==> src/rtl/core/okst_pkg.sv <==
package okst_pkg;

    localparam int CAPACITY = 1024;
    localparam int KEY_W    = 32;
    localparam int IDX_W    = $clog2(CAPACITY);
    localparam int CNT_W    = $clog2(CAPACITY + 1);

    localparam logic [KEY_W-1:0] SIGN_FLIP = {1'b1, {(KEY_W-1){1'b0}}};
    localparam logic [CNT_W-1:0] CNT_FULL  = CNT_W'(CAPACITY);

    localparam logic CMD_INSERT = 1'b0;
    localparam logic CMD_FIND   = 1'b1;

    localparam logic [1:0] ST_INSERTED = 2'd0;
    localparam logic [1:0] ST_FULL     = 2'd1;
    localparam logic [1:0] ST_HIT      = 2'd2;
    localparam logic [1:0] ST_NONE     = 2'd3;

    typedef enum logic [1:0] {
        RES_INSERTED,
        RES_FULL,
        RES_FIND
    } okst_res_t;

    typedef enum logic {
        RD_MID,
        RD_SHIFT
    } okst_rd_sel_t;

    typedef struct packed {
        logic         load;
        logic         step;
        okst_rd_sel_t rd_sel;
        logic         shift_wr;
        logic         put;
        logic         respond;
        okst_res_t    res_kind;
    } okst_cmd_t;

    typedef struct packed {
        logic search_done;
        logic shift_done;
        logic full;
        logic out_free;
    } okst_stat_t;

endpackage

==> src/rtl/core/okst_ctrl.sv <==
module okst_ctrl
    import okst_pkg::*;
(
    input  logic       clk,
    input  logic       rst_n,
    input  logic       req_valid,
    input  logic       cmd,
    output logic       req_stall,
    input  okst_stat_t stat,
    output okst_cmd_t  ctl
);

    typedef enum logic [2:0] {
        S_IDLE,
        S_SEARCH_RD,
        S_SEARCH_CMP,
        S_SHIFT_RD,
        S_SHIFT_WR,
        S_PUT,
        S_RESP
    } state_t;

    state_t    state_reg, state_next;
    logic      find_reg, find_next;
    okst_res_t kind_reg, kind_next;

    assign req_stall = (state_reg != S_IDLE);

    always_comb
    begin
        state_next   = state_reg;
        find_next    = find_reg;
        kind_next    = kind_reg;
        ctl          = '0;
        ctl.rd_sel   = RD_MID;
        ctl.res_kind = kind_reg;
        unique case (state_reg)
            S_IDLE:
            begin
                if (req_valid)
                begin
                    ctl.load  = 1'b1;
                    find_next = (cmd == CMD_FIND);
                    if (cmd == CMD_INSERT && stat.full)
                    begin
                        kind_next  = RES_FULL;
                        state_next = S_RESP;
                    end
                    else
                    begin
                        state_next = S_SEARCH_RD;
                    end
                end
            end
            S_SEARCH_RD:
            begin
                if (!stat.search_done)
                begin
                    state_next = S_SEARCH_CMP;
                end
                else if (find_reg)
                begin
                    kind_next  = RES_FIND;
                    state_next = S_RESP;
                end
                else
                begin
                    state_next = S_SHIFT_RD;
                end
            end
            S_SEARCH_CMP:
            begin
                ctl.step   = 1'b1;
                state_next = S_SEARCH_RD;
            end
            S_SHIFT_RD:
            begin
                ctl.rd_sel = RD_SHIFT;
                state_next = stat.shift_done ? S_PUT : S_SHIFT_WR;
            end
            S_SHIFT_WR:
            begin
                ctl.shift_wr = 1'b1;
                state_next   = S_SHIFT_RD;
            end
            S_PUT:
            begin
                ctl.put    = 1'b1;
                kind_next  = RES_INSERTED;
                state_next = S_RESP;
            end
            S_RESP:
            begin
                if (stat.out_free)
                begin
                    ctl.respond = 1'b1;
                    state_next  = S_IDLE;
                end
            end
            default:
            begin
                state_next = S_IDLE;
            end
        endcase
    end

    always_ff @(posedge clk or negedge rst_n)
    begin
        if (!rst_n)
        begin
            state_reg <= S_IDLE;
            find_reg  <= 1'b0;
            kind_reg  <= RES_INSERTED;
        end
        else
        begin
            state_reg <= state_next;
            find_reg  <= find_next;
            kind_reg  <= kind_next;
        end
    end

endmodule

==> config.mk <==
export PLATFORM = sky130hd
export DESIGN_NAME = okst_ctrl
export DESIGN_NICKNAME = d
export VERILOG_FILES = /design/src/rtl/core/okst_pkg.sv /design/src/rtl/core/okst_ctrl.sv
export SDC_FILE = /design/constraint.sdc
export NUM_CORES = 1
export LEC_CHECK = 0
export BUFFER_PORTS_ARGS = -buffer_cell sky130_fd_sc_hd__buf_2
export CELL_PAD_IN_SITES_DETAIL_PLACEMENT = 1
export CELL_PAD_IN_SITES_GLOBAL_PLACEMENT = 1
export CORE_MARGIN = 8
export CORE_UTILIZATION = 31
export DETAILED_ROUTE_END_ITERATION = 6
export GPL_ROUTABILITY_DRIVEN = 0
export PLACE_DENSITY = 0.73
export SKIP_LAST_GASP = 1
export SYNTH_ARGS = -nofsm -noshare
export SYNTH_HDL_FRONTEND = slang
export SYNTH_SLANG_ARGS = --single-unit
==> constraint.sdc <==
create_clock -name clk -period 1.8 [get_ports clk]
set_input_delay 0.36 -clock clk [delete_from_list [all_inputs] [get_ports clk]]
set_output_delay 0.36 -clock clk [all_outputs]
set_load 0.02 [all_outputs]
==> out/results.ini <==
[outcome]
outcome = complete, no violations

[timing]
fin_crit_ns = 1.73
fin_skew_ns = 0.00182
finalCritPeriodShare = 0.962
hold_viol_final = 0
final.setup.tns_ns = 0
drv_slew = 0
relSlewSlack = 0.629
setup_viol = 0
rsz0062_at_grt = no
fmax_mhz = 577
worstMarginPinSlew_ns = 0.554
finalWorstSetupSlack_ns = 0.0682
holdWs_ns = 0.370

[drt]
ant_nets = 0
detail_route.wl_per_cell_um = 13.8
via_per_inst = 5.04
drc = 0
wirelength_um = 1080
drt_iter0_markers = 3
first_pass_iters = 3
vias = 393

[logic_synthesis]
synth-seq-cells = 6
syn_area_per_cell_sq_um = 9.62
syn-num-nets = 50
synth_fa_ha_area_frac = 0
synth-compound-area-share = 0.189
synth_cells = 42
synth-simple-area-share = 0.310
synth_xor_area_frac = 0
ys_types = 26
synth_area_sq_um = 404
yosys_warnings = 0
synth_top_family_by_area = simple AND/OR/NAND/NOR gates
seq_area_frac_synth = 0.372
synth.area.mux_share = 0.0526

[clocking]
clk_path_buf_depth = 2
clkSlewWorstSetupHoldPaths_ns = 0.05
htreeDepth = 1
cts.sinks = 6
cts_tree = done
cts_root_buf = clkbuf_4
numCtsBuffers = 3
clk_latency_ns = 0.24

[die]
io-pin-count = 17
fp.dieArea_sq_um = 2710
initial_core_util = 0.323
die_y_um = 52.1
fp-row-count = 13
core_area_sq_um = 1250
die_x_um = 52.1

[power_and_ir_drop]
ir_worst_vdd_uv = 618
p_leak_nw = 0.263
p_total_mw = 0.963
powerDensity_nw_per_um2 = 1760

[cells_and_area]
drive_gt1_frac = 0.476
fin_area_sq_um = 548
finalNetCount = 73
syn_to_final_growth_pct = 35.6
fin_util = 0.438
fin_cells = 78
largest_reg_flops = 3
num_antenna_cells = 0
fillers = 153

[critical_path]
arrival_ns = 1.37
worstPathRequired_ns = 1.44
crit_path_start_kind = flip-flop
rr_startpoint = state_reg[0]$_DFFE_PN0P_
path_class = reg -> out
worstPathMaxFanout = 9
end_kind = output port
r2r_cells = 3
rrSetupSlack_ns = 0.34
rr_endpoint = state_reg[2]$_DFFE_PN0P_

[global_route]
grt_max_degree = 15
first_global_vias = 407
gr-total-overflow = 0
grt_pass1_wl_um = 1890
grt_use_total = 0.0921
antenna_found_initial = 0

[worst_hold_path]
min_to = find_reg$_DFFE_PN0P_
hold_path.class = in -> reg
hold_start = cmd
holdPathStages = 2

[placement]
io_buffers = 16
placedCellCount = 71
place_ws_ns = 0.246
dpl_cell_area_sq_um = 490

[flow_run]
cap_violations = 0

==> cells in the mapped netlist, drive strengths merged <==
cell type | n | share of area
dfrtp | 6 | 0.37
inv | 3 | 0.028
o21ai | 3 | 0.037
a21oi | 2 | 0.025
and2 | 2 | 0.031
buf | 2 | 0.040
nand2 | 2 | 0.019
nand2b | 2 | 0.031
nor2 | 2 | 0.037
nor3 | 2 | 0.025
nor3b | 2 | 0.037
o32ai | 2 | 0.043
a221oi | 1 | 0.037
and2b | 1 | 0.019
and3 | 1 | 0.015
and4bb | 1 | 0.031
clkbuf | 1 | 0.0093
mux2 | 1 | 0.028
mux2i | 1 | 0.025
nor2b | 1 | 0.015
nor4b | 1 | 0.022
o21ba | 1 | 0.025
o2bb2ai | 1 | 0.022
or3 | 1 | 0.028
==> critical path, cell delays in order (launching register included) <==
cell	delay, ns
dfrtp_2	0.45
or3_4	0.42
nor2_4	0.09
buf_2	0.17
==> final cells by class <==
class                   count  area (sq um)  area share
inverters                   3          11.3      0.0205
multi-input cells          30           223       0.406
well taps                  15          18.8      0.0342
flip-flops and latches      6           153       0.279
clock buffers               3          22.5      0.0411
repair buffers             21           120       0.219
==> power by group <==
part	total (mW)	switching [mW]	internal (mW)
Clock	0.123	0.0473	0.0753
Sequential	0.296	0.0903	0.206
Combinational	0.544	0.286	0.257
Total	0.963	0.424	0.538
==> cell families (layout without fill, tap and decap cells) <==
group / after synthesis / after routing
multiplexers: 2 / 2
buffers and inverters: 6 / 27
flip-flops: 6 / 6
AO/OA/AOI/OAI: 10 / 10
AND/OR/NAND/NOR: 18 / 18
==> cells in the final DEF (no fill, tap or decap), drive strengths merged, types with 3 or more instances in the layout <==
cell    Yosys  layout
buf         2      20
clkbuf      1       3
dfrtp       6       6
inv         3       3
o21ai       3       3
==> layer usage <==
| layer | vias up | routed length [um] | GRT usage |
|---|---|---|---|
| met5 | - | 0 | 0 |
| met4 | 0 | 27 | 0.0796 |
| met3 | 2 | 74 | 0.0285 |
| met2 | 12 | 485 | 0.138 |
| met1 | 184 | 492 | 0.103 |
| li1 | 195 | - | - |
==> worst max-delay path by stage <==
| stage | from | cells past startpoint | end |
|---|---|---|---|
| floorplan | state_reg[2]$_DFFE_PN0P_ | 2 | ctl[4] |
| global placement | state_reg[0]$_DFFE_PN0P_ | 3 | ctl[7] |
| detailed placement | state_reg[0]$_DFFE_PN0P_ | 3 | ctl[7] |
| CTS | state_reg[1]$_DFFE_PN0P_ | 3 | ctl[7] |
| global route | state_reg[1]$_DFFE_PN0P_ | 3 | ctl[7] |
| finish | state_reg[1]$_DFFE_PN0P_ | 3 | ctl[7] |
==> what timing repair did <==
action / CTS / global route
endpoints found under the setup margin: 1 / 2
hold buffers: 1 / 0
hold endpoints to repair: 6 / 0
setup buffers: 0 / 3
resized for setup: 1 / 1
No activity file was read; power rests on OpenSTA's default activity.
